`src/sv/ufsd_pkg.sv`:
```
// ---------------------------------------------------------------------------
// ufsd_pkg - shared types and constants for the form body decoder
// Status and escape codes, buffer sizes, register indexes, hex digit decode.
// ---------------------------------------------------------------------------
`default_nettype none

package ufsd_pkg;

  localparam int KEY_BUFFER_BYTES   = 32;
  localparam int VALUE_BUFFER_BYTES = 65;
  localparam int MAX_BODY_BYTES     = 1024;

  localparam int KEY_LIMIT_W   = 5;
  localparam int VALUE_LIMIT_W = 7;
  localparam int BODY_LIMIT_W  = 11;
  localparam int PART_CNT_W    = 7;
  localparam int BYTE_CNT_W    = BODY_LIMIT_W + 1;
  localparam int CFG_INDEX_W   = 2;

  localparam logic [KEY_LIMIT_W-1:0]   KEY_LIMIT_RST   = 5'd31;
  localparam logic [VALUE_LIMIT_W-1:0] VALUE_LIMIT_RST = 7'd64;
  localparam logic [BODY_LIMIT_W-1:0]  BODY_LIMIT_RST  = 11'd1024;

  localparam logic [CFG_INDEX_W-1:0] REG_KEY_LIMIT   = 2'd0;
  localparam logic [CFG_INDEX_W-1:0] REG_VALUE_LIMIT = 2'd1;
  localparam logic [CFG_INDEX_W-1:0] REG_BODY_LIMIT  = 2'd2;

  localparam logic [7:0] CH_PERCENT = 8'h25;
  localparam logic [7:0] CH_PLUS    = 8'h2b;
  localparam logic [7:0] CH_AMP     = 8'h26;
  localparam logic [7:0] CH_EQUAL   = 8'h3d;
  localparam logic [7:0] CH_SPACE   = 8'h20;
  localparam logic [7:0] CH_TILDE   = 8'h7e;

  typedef enum logic [1:0] {
    ST_FINE      = 2'd0,
    ST_MALFORMED = 2'd1,
    ST_TOO_LARGE = 2'd2
  } status_t;

  typedef enum logic [1:0] {
    ESC_NONE = 2'd0,
    ESC_HIGH = 2'd1,
    ESC_LOW  = 2'd2
  } esc_t;

  typedef struct packed {
    logic       ok;
    logic [3:0] val;
  } hex_t;

  function automatic hex_t hex_digit(input logic [7:0] c);
    hex_t h;
    h.ok  = 1'b1;
    h.val = 4'd0;
    if (c >= 8'h30 && c <= 8'h39) begin
      h.val = c[3:0];
    end else if ((c >= 8'h61 && c <= 8'h66) || (c >= 8'h41 && c <= 8'h46)) begin
      h.val = c[3:0] + 4'd9;
    end else begin
      h.ok = 1'b0;
    end
    return h;
  endfunction

endpackage

`default_nettype wire

```
`src/sv/url_form_stream_decoder.sv`:
```
// ---------------------------------------------------------------------------
// url_form_stream_decoder - streaming form-urlencoded body decoder
// Splits a raw body into key/value pairs and percent-decodes each character.
// ---------------------------------------------------------------------------
// One raw body byte is taken per cycle unless the output stalls, and gives
// exactly one result, captured in the output register at the transfer; the
// decode state updates in that same cycle, so bytes stream back to back at
// one per clock. s_axis_tready follows m_axis_tready whenever a result is held,
// so the only stall comes from downstream. Limits must be written on the cfg
// channel between bodies (not enforced by the block); index 3 is ignored.
`default_nettype none

module url_form_stream_decoder (
  input  wire logic        clk,
  input  wire logic        rst,
  input  wire logic        s_axis_tvalid,
  output logic             s_axis_tready,
  input  wire logic [7:0]  s_axis_tdata,   // [7:0] form_byte
  input  wire logic        s_axis_tlast,   // last_byte
  output logic             m_axis_tvalid,
  input  wire logic        m_axis_tready,
  output logic [15:0]      m_axis_tdata,   // [7:0] decoded_char, [8] pair_end,
                                           // [10:9] status, [15:11] zero
  output logic [1:0]       m_axis_tuser,   // [0] char_valid, [1] in_value
  output logic             m_axis_tlast,   // body_end
  input  wire logic        cfg_valid,
  output logic             cfg_ready,
  input  wire logic [ufsd_pkg::CFG_INDEX_W-1:0]  cfg_index,
  input  wire logic [ufsd_pkg::BODY_LIMIT_W-1:0] cfg_data
);
  import ufsd_pkg::*;

  logic [KEY_LIMIT_W-1:0]   key_limit;
  logic [VALUE_LIMIT_W-1:0] value_limit;
  logic [BODY_LIMIT_W-1:0]  body_limit;

  logic                  in_value_part, in_value_part_next;
  esc_t                  escape_step, escape_step_next;
  logic [3:0]            high_nibble, high_nibble_next;
  logic [PART_CNT_W-1:0] part_count, part_count_next;
  logic                  pair_started, pair_started_next;
  logic [BYTE_CNT_W-1:0] byte_count, byte_count_next;
  status_t               error_code, error_code_next;

  logic       cv, iv, pe;
  logic [7:0] ch;

  logic [BODY_LIMIT_W-1:0] blim;
  logic [PART_CNT_W-1:0]   key_lim_eff, value_lim_eff, plim;
  logic                    accept;

  assign cfg_ready     = 1'b1;
  assign s_axis_tready = !m_axis_tvalid || m_axis_tready;
  assign accept        = s_axis_tvalid && s_axis_tready;

  assign blim = (32'(body_limit) > MAX_BODY_BYTES) ?
                BODY_LIMIT_W'(MAX_BODY_BYTES) : body_limit;
  assign key_lim_eff = (32'(key_limit) > KEY_BUFFER_BYTES - 1) ?
                       PART_CNT_W'(KEY_BUFFER_BYTES - 1) : PART_CNT_W'(key_limit);
  assign value_lim_eff = (32'(value_limit) > VALUE_BUFFER_BYTES - 1) ?
                         PART_CNT_W'(VALUE_BUFFER_BYTES - 1) : value_limit;
  assign plim = in_value_part ? value_lim_eff : key_lim_eff;

  always_comb begin
    logic       have;
    logic       amp;
    logic [7:0] v;
    hex_t       h;
    have = 1'b0;
    amp  = 1'b0;
    v    = 8'd0;
    h    = hex_digit(s_axis_tdata);
    cv   = 1'b0;
    ch   = 8'd0;
    iv   = 1'b0;
    pe   = 1'b0;

    in_value_part_next = in_value_part;
    escape_step_next   = escape_step;
    high_nibble_next   = high_nibble;
    part_count_next    = part_count;
    pair_started_next  = pair_started;
    byte_count_next    = byte_count;
    error_code_next    = error_code;

    if (byte_count <= BYTE_CNT_W'(blim)) begin
      byte_count_next = byte_count + 1'b1;
    end
    if (byte_count_next > BYTE_CNT_W'(blim)) begin
      error_code_next = ST_TOO_LARGE;
    end

    if (error_code_next == ST_FINE) begin
      if (escape_step != ESC_NONE) begin
        if (!h.ok) begin
          error_code_next = ST_MALFORMED;
        end else if (escape_step == ESC_HIGH) begin
          high_nibble_next = h.val;
          escape_step_next = ESC_LOW;
        end else begin
          v                = {high_nibble, h.val};
          escape_step_next = ESC_NONE;
          have             = 1'b1;
        end
      end else if (s_axis_tdata == CH_AMP) begin
        amp = 1'b1;
        if (pair_started && in_value_part && part_count != '0) begin
          pe                 = 1'b1;
          in_value_part_next = 1'b0;
          part_count_next    = '0;
          pair_started_next  = 1'b0;
          if (s_axis_tlast) begin
            error_code_next = ST_MALFORMED;
          end
        end else begin
          error_code_next = ST_MALFORMED;
        end
      end else if (s_axis_tdata == CH_EQUAL && !in_value_part) begin
        pair_started_next = 1'b1;
        if (part_count == '0) begin
          error_code_next = ST_MALFORMED;
        end else begin
          in_value_part_next = 1'b1;
          part_count_next    = '0;
        end
      end else if (s_axis_tdata == CH_PERCENT) begin
        pair_started_next = 1'b1;
        escape_step_next  = ESC_HIGH;
      end else begin
        pair_started_next = 1'b1;
        v    = (s_axis_tdata == CH_PLUS) ? CH_SPACE : s_axis_tdata;
        have = 1'b1;
      end

      if (have && error_code_next == ST_FINE) begin
        if (v < CH_SPACE || v > CH_TILDE || part_count_next >= plim) begin
          error_code_next = ST_MALFORMED;
        end else begin
          cv              = 1'b1;
          ch              = v;
          iv              = in_value_part_next;
          part_count_next = part_count_next + 1'b1;
        end
      end

      if (s_axis_tlast && !amp && error_code_next == ST_FINE) begin
        if (pair_started_next && in_value_part_next && part_count_next != '0 &&
            escape_step_next == ESC_NONE) begin
          pe = 1'b1;
        end else begin
          error_code_next = ST_MALFORMED;
        end
      end
    end

    if (error_code_next != ST_FINE) begin
      cv = 1'b0;
      ch = 8'd0;
      iv = 1'b0;
      if (!(pe && s_axis_tlast && error_code_next == ST_MALFORMED)) begin
        pe = 1'b0;
      end
    end
  end

  always_ff @(posedge clk) begin
    if (rst) begin
      key_limit   <= KEY_LIMIT_RST;
      value_limit <= VALUE_LIMIT_RST;
      body_limit  <= BODY_LIMIT_RST;
    end else if (cfg_valid && cfg_ready) begin
      unique case (cfg_index)
        REG_KEY_LIMIT:   key_limit   <= cfg_data[KEY_LIMIT_W-1:0];
        REG_VALUE_LIMIT: value_limit <= cfg_data[VALUE_LIMIT_W-1:0];
        REG_BODY_LIMIT:  body_limit  <= cfg_data;
        default: ;
      endcase
    end
  end

  always_ff @(posedge clk) begin
    if (rst) begin
      in_value_part <= 1'b0;
      escape_step   <= ESC_NONE;
      high_nibble   <= 4'd0;
      part_count    <= '0;
      pair_started  <= 1'b0;
      byte_count    <= '0;
      error_code    <= ST_FINE;
    end else if (accept) begin
      if (s_axis_tlast) begin
        in_value_part <= 1'b0;
        escape_step   <= ESC_NONE;
        high_nibble   <= 4'd0;
        part_count    <= '0;
        pair_started  <= 1'b0;
        byte_count    <= '0;
        error_code    <= ST_FINE;
      end else begin
        in_value_part <= in_value_part_next;
        escape_step   <= escape_step_next;
        high_nibble   <= high_nibble_next;
        part_count    <= part_count_next;
        pair_started  <= pair_started_next;
        byte_count    <= byte_count_next;
        error_code    <= error_code_next;
      end
    end
  end

  always_ff @(posedge clk) begin
    if (rst) begin
      m_axis_tvalid <= 1'b0;
    end else if (accept) begin
      m_axis_tvalid <= 1'b1;
    end else if (m_axis_tready) begin
      m_axis_tvalid <= 1'b0;
    end
  end

  always_ff @(posedge clk) begin
    if (accept) begin
      m_axis_tdata <= {5'd0, error_code_next, pe, ch};
      m_axis_tuser <= {iv, cv};
      m_axis_tlast <= s_axis_tlast;
    end
  end

endmodule

`default_nettype wire

```
`config.mk`:
```
export PLATFORM = sky130hd
export DESIGN_NAME = url_form_stream_decoder
export DESIGN_NICKNAME = d
export VERILOG_FILES = /design/src/sv/ufsd_pkg.sv /design/src/sv/url_form_stream_decoder.sv
export SDC_FILE = /design/constraint.sdc
export NUM_CORES = 1
export LEC_CHECK = 0
export ABC_AREA = 1
export BUFFER_PORTS_ARGS = -buffer_cell sky130_fd_sc_hd__buf_2
export CORE_ASPECT_RATIO = 1.1
export CORE_MARGIN = 4
export CORE_UTILIZATION = 25
export CTS_CLUSTER_DIAMETER = 30
export DETAILED_ROUTE_END_ITERATION = 12
export SLEW_MARGIN = 20
export SYNTH_ARGS = -nofsm -noshare
export SYNTH_HDL_FRONTEND = slang
export SYNTH_SLANG_ARGS = --single-unit
```
`constraint.sdc`:
```
create_clock -name clk -period 4.2 [get_ports clk]
set_input_delay 0.42 -clock clk [delete_from_list [all_inputs] [get_ports clk]]
set_output_delay 0.42 -clock clk [all_outputs]
set_load 0.1 [all_outputs]
```
Yosys cells after proc, flatten, opt, wreduce, memory -nomap -nowiden
Cells that the tools add are included.
- register bits: 67
- $add $sub $neg: 3
- order comparisons: 13
- equal/unequal tests: 8
- muxes and demuxes: 93
- bitwise gates (word level): 2
- reductions and logical operators: 44
- operators by type and width (kind ; count):
    $mux W7 ; 13
    $mux W8 ; 8
    $mux W2 ; 25
    $mux W1 ; 37
    $eq A8 B6 Y1 const B ; 4
    $mux W4 ; 7
    $mux W12 ; 2
    $ge A8 B7 Y1 const B ; 2
    $le A8 B7 Y1 const B ; 2
    $logic_and A1 B1 Y1 ; 15
    $reduce_bool A2 Y1 ; 7
    $reduce_bool A7 Y1 ; 2
    $add A12 B1 Y12 const B ; 1
    $gt A12 B11 Y1 ; 1
    $le A12 B11 Y1 ; 1
    $gt A11 B11 Y1 const B ; 1
    $mux W11 ; 1
    $logic_not A2 Y1 ; 5
    $ge A8 B6 Y1 const B ; 1
    $gt A8 B7 Y1 const B ; 1
    $le A8 B6 Y1 const B ; 1
    $lt A8 B6 Y1 const B ; 1
    $reduce_and A2 Y1 ; 4
    $add A7 B1 Y7 const B ; 1
    other kinds (12) ; 20

Logic depth before layout (Yosys ltp)
- depth in word-level cells: 25
- depth in mapped cells: 41

Worst setup path after synthesis
No wires, ideal clock.
- kind: flip-flop to flip-flop
- from: reg body_limit[6]
- to: reg m_axis_tdata[0], data pin
- arrival time: 4.220 ns
- path slack: -0.279 ns
- cell stages (with the launch flop): 36
- path buffers: 0
- clock period less this slack: 4.479 ns
- cells stage by stage: dfxtp_1 nor4_1 nor3b_1 a21oi_1 clkinv_1 nand2_1 ha_1 nand2_1 nor3_2 nand4_1 nand2_2 nand2_1 nor2_1 nand2_1 xor2_1 inv_1 ha_1 a21oi_1 o21a_1 nand2_1 nand2_1 nand2_1 nand2_1 nand2_1 nand2_1 nand4_2 nor2_4 nand3_1 nand2_1 nand2_1 nor2_1 nand2_1 nand2_2 nand2_2 nand2_2 a21oi_1
- word-level cells in the longest chain between the ends: 23
- RTL lines (what ; RTL line ; text):
    from (decl) ; url_form_stream_decoder.sv:35 ; logic [BODY_LIMIT_W-1:0] body_limit;
    from (signal assigned) ; url_form_stream_decoder.sv:175 ; REG_BODY_LIMIT: body_limit <= cfg_data;
    $gt A11 B11 Y1 ; url_form_stream_decoder.sv:56 ; assign blim = (32'(body_limit) > MAX_BODY_BYTES) ?
    $mux W11 * ; url_form_stream_decoder.sv:56 ;
    $le A12 B11 Y1 ; url_form_stream_decoder.sv:86 ; if (byte_count <= BYTE_CNT_W'(blim)) begin
    $mux W12 ; url_form_stream_decoder.sv:86 ;
    $gt A12 B11 Y1 * ; url_form_stream_decoder.sv:89 ; if (byte_count_next > BYTE_CNT_W'(blim)) begin
    $mux W2 * ; url_form_stream_decoder.sv:89 ;
    $mux W2 (on tied branches) ; url_form_stream_decoder.sv:120, url_form_stream_decoder.sv:112 ;
    $mux W2 (on tied branches) ; url_form_stream_decoder.sv:118, url_form_stream_decoder.sv:107 ;
    [6 not listed] ; - ;
    $mux W7 ; url_form_stream_decoder.sv:93 ; if (error_code_next == ST_FINE) begin
    $reduce_bool A7 Y1 ; url_form_stream_decoder.sv:147 ; if (pair_started_next && in_value_part_next && part_count_next != '0 &&
    $logic_and A1 B1 Y1 (2 in a row) ; url_form_stream_decoder.sv:147 ;
    $mux W2 ; url_form_stream_decoder.sv:147 ;
    $mux W2 ; url_form_stream_decoder.sv:146 ; if (s_axis_tlast && !amp && error_code_next == ST_FINE) begin
    $mux W2 ; url_form_stream_decoder.sv:93 ;
    $reduce_bool A2 Y1 ; url_form_stream_decoder.sv:156 ; if (error_code_next != ST_FINE) begin
    $reduce_or A4 Y1 (no line) * ; - ;
    to (signal assigned) ; url_form_stream_decoder.sv:223 ; m_axis_tdata <= {5'd0, error_code_next, pe, ch};
    to (decl) ; url_form_stream_decoder.sv:22 ; output logic [15:0] m_axis_tdata,
Every way passes the cells marked *; elsewhere a longest branch is shown, timed or not. The select of a mux whose other input is x is not followed.
A chain may end at the register's enable or synchronous reset.

Final worst setup path
- from: reg body_limit[6]
- to: reg m_axis_tuser[1], data pin
- word-level cells in the longest chain between the ends: 23
- RTL lines (what ; RTL line ; text):
    $gt A11 B11 Y1 ; url_form_stream_decoder.sv:56 ;
    $mux W11 * ; url_form_stream_decoder.sv:56 ;
    $le A12 B11 Y1 ; url_form_stream_decoder.sv:86 ;
    $mux W12 ; url_form_stream_decoder.sv:86 ;
    $gt A12 B11 Y1 * ; url_form_stream_decoder.sv:89 ;
    $mux W2 * ; url_form_stream_decoder.sv:89 ;
    $mux W2 (on tied branches) ; url_form_stream_decoder.sv:120, url_form_stream_decoder.sv:112 ;
    $mux W2 (on tied branches) ; url_form_stream_decoder.sv:118, url_form_stream_decoder.sv:107 ;
    [6 not listed] ; - ;
    $mux W7 ; url_form_stream_decoder.sv:93 ;
    $reduce_bool A7 Y1 ; url_form_stream_decoder.sv:147 ;
    $logic_and A1 B1 Y1 (2 in a row) ; url_form_stream_decoder.sv:147 ;
    $mux W2 ; url_form_stream_decoder.sv:147 ;
    $mux W2 ; url_form_stream_decoder.sv:146 ;
    $mux W2 ; url_form_stream_decoder.sv:93 ;
    $reduce_bool A2 Y1 ; url_form_stream_decoder.sv:156 ;
    $reduce_or A4 Y1 (no line) * ; - ;
    to (signal assigned) ; url_form_stream_decoder.sv:224 ; m_axis_tuser <= {iv, cv};
    to (decl) ; url_form_stream_decoder.sv:24 ; output logic [1:0] m_axis_tuser,
Marked as above.

==> results.sh <==
export IMPL_status="finished, violations left"
export IMPL_failed_checks="negative setup slack"
export IMPL_critPathMostFrequentCell="nand2_1"
export IMPL_layout_nets=890
export IMPL_critPathBufInv=4
export IMPL_die_w_um=138.7
export IMPL_io_buffers=42
export IMPL_yosysMostFrequentCell="nand2_1"
export IMPL_drc_errors=0
export IMPL_grt_max_degree=31
export IMPL_dieHeight_um=151.7
export IMPL_syn_inst=701
export IMPL_end_kind="flop"
export IMPL_worst_slack_ns=-0.5670
export IMPL_slew_violations=0
export IMPL_peakVddDrop_mv=0.2394
export IMPL_tns_ns=-8.267
export IMPL_cts_root_buffer="clkbuf_16"
export IMPL_ant_nets=0
export IMPL_worst_ep_arrival_time_ns=4.86
export IMPL_rows=52
export IMPL_hold_buffers=0
export IMPL_wl_met2_um=6731
export IMPL_antenna_found_initial=0
export IMPL_p_per_area_nw_per_um2=328.9
export IMPL_num_fill_cells=1901
export IMPL_path_class="flop to flop"
export IMPL_critPathSlowestCell="dfxtp_2"
export IMPL_max_stage_delay_ns=0.33
export IMPL_synth_top_cell_area_share_pct=22.60
export IMPL_fmax_mhz=209.8
export IMPL_route_detailed_wl_per_inst_um=12.98
export IMPL_io_pins=49
export IMPL_path_max_fanout=7
export IMPL_viasPerCell=4.550
export IMPL_clock_sink_count=67
export IMPL_period_share_pct=113.5
export IMPL_slew_headroom_pct=48.42
export IMPL_grt_pass1_vias=4740
export IMPL_avgSynthCellArea_um2=6.699
export IMPL_post_place_ws_ns=-0.4533
export IMPL_yosys_register_bits=67
export IMPL_ys_flop_type="dfxtp_1"
export IMPL_synth_area_leaders="dfxtp_1 (23%), nand2_1 (16%), ha_1 (9.3%)"
export IMPL_cts_made_buffers=9
export IMPL_drt_iter0_drc=183
export IMPL_hold_viol_final=0
export IMPL_fin_crit_ns=4.767
export IMPL_crit_family="simple AND/OR/NAND/NOR gates"
export IMPL_synthDistinctLibCells=44
export IMPL_wirelength_um=13970
export IMPL_wl_met3_um=622
export IMPL_yosysWarnings=0
export IMPL_rsz0062_at_grt="yes"
export IMPL_ys_seq_area_share_pct=31.55
export IMPL_maxCapViolCount=0
export IMPL_leakagePower_nw=3.146
export IMPL_synth_top_area_cell="dfxtp_1"
export IMPL_grt_pass1_wl_um=22670
export IMPL_skew_ns=0.006203
export IMPL_dp_hpwl_um=9665
export IMPL_dr_total_vias=4896
export IMPL_antenna_cells=0
export IMPL_grt_usage_pct=13.14
export IMPL_synth_commonest_cells="nand2_1 (198), inv_1 (79), nor2_1 (71)"
export IMPL_startpoint_type="flop"
export IMPL_netlist_area_um2=4696
export IMPL_clockBufferDepth=2
export IMPL_dr_max_layer_used="met4"
export IMPL_core_um2=18410
export IMPL_ctsHtreeMaxLevel=3
export IMPL_synth_edf_count=14
export IMPL_gp_congestion=0.8760
export IMPL_initial_core_util_pct=25.50
export IMPL_die_area_um2=21040
export IMPL_clk_pin_slew_worst_paths_ns=0.06
export IMPL_worst_slew_pin_slew_ns=0.7719
export IMPL_area_growth_pct=42.82
export IMPL_cts_tree="built"
export IMPL_hold_path_class="input pin to flop"
export IMPL_synthArstFlopShare_pct=0
export IMPL_setup_viol=27
export IMPL_m1WireLength_um=6298
export IMPL_worstPathRequired_ns=4.30
export IMPL_grt_ovfl_total=0
export IMPL_clk_latency_ns=0.34
export IMPL_drive_gt1_share_pct=32.05
export IMPL_firstDrtPassIters=5
## layer usage
layer / vias up / track usage (%)
li1: 2527 / -
met1: 2236 / 16.17
met2: 108 / 22.46
met3: 25 / 3.202
met4: 0 / 4.892
met5: - / 0
## cell families after synthesis
| family | synth area share (%) |
|---|---|
| AOI/OAI and AO/OA | 10.36 |
| xor gates and xnor gates | 2.984 |
| adders and majority gates | 9.326 |
| buffers and inverters | 9.965 |
| DFF | 31.55 |
| muxes | 0.2398 |
| other | 0.1599 |
| and+or+nand+nor | 35.41 |
## stage by stage
step | power, mW | utilization (%) | hold slack [ns] | area (µm²) | std cells
after floorplan | 1.056 | - | 0.4236 | 4781 | 706
after global placement | 1.183 | 30.52 | 0.4447 | 5619 | 1028
after detailed placement | 1.186 | 30.52 | 0.4487 | 5619 | 1028
after CTS | 2.174 | 34.87 | 0.2854 | 6421 | 1070
after global routing | 2.307 | 36.42 | 0.3116 | 6706 | 1076
final | 2.206 | 36.42 | 0.2948 | 6706 | 1076
## layout by cell type (no fill, tap or decap), types with 17 or more instances in the layout
cell     count
nand2_2     23
buf_2       42
inv_1       75
buf_4       74
nand3_1     45
dfxtp_1     51
nor2_1      65
nand2_1    171
buf_6       17
o21ai_0     27
ha_1        22
a21oi_1     38
## state kept, by name, indices dropped and copies added, names as in the netlist, 4 cells and up
register      count
body_limit       11
high_nibble       4
byte_count       12
m_axis_tdata     11
key_limit         5
value_limit       7
part_count        7
## where the power goes
group	switching, mW	internal, mW
sequential	0.0165	0.689
clock	0.300	0.591
combinational	0.387	0.221
## worst paths after layout
path | slack, ns | cells after the start | end | startpoint
worst max-delay path | -0.57 | 38 | m_axis_tuser[1]$_SDFFCE_PP0P_ | body_limit[6]$_SDFFE_PP0P_
worst min-delay path | 0.29 | 3 | value_limit[6]$_SDFFE_PP1P_ | cfg_data[6]
worst max register to register | -0.57 | 38 | m_axis_tuser[1]$_SDFFCE_PP0P_ | body_limit[6]$_SDFFE_PP0P_
worst min register to register | 0.46 | 2 | key_limit[1]$_SDFFE_PP1P_ | key_limit[1]$_SDFFE_PP1P_
## timing repair
action / CTS / global route
gates cloned: 1 / 2
endpoints found under the setup margin: 27 / 29
pin swaps: 33 / 42
buffers inserted: 25 / 5
hold endpoints to repair: 0 / 0
resized for setup: 58 / 54
## worst register-to-register path, delay by kind of cell (launching register included)
| kind | cells | cell delay (ns) |
|---|---|---|
| and+or+nand+nor | 26 | 2.46 |
| adders and majority gates | 2 | 0.41 |
| AOI/OAI and AO/OA | 5 | 0.69 |
| xor gates and xnor gates | 1 | 0.13 |
| DFF | 1 | 0.33 |
| buffers and inverters | 4 | 0.50 |
## cell type report
cell class                      count  area (µm²)  share of cell area (%)
Clock buffer                       12       277.8                   4.142
Clock inverter                      4       77.57                   1.157
Inverter                           89       346.6                   5.168
Multi-Input combinational cell    528        3259                   48.60
Sequential cell                    67        1484                   22.13
Tap cell                          243       304.0                   4.534
Timing Repair Buffer              133       957.2                   14.27
(Power assumes the default switching activity.)
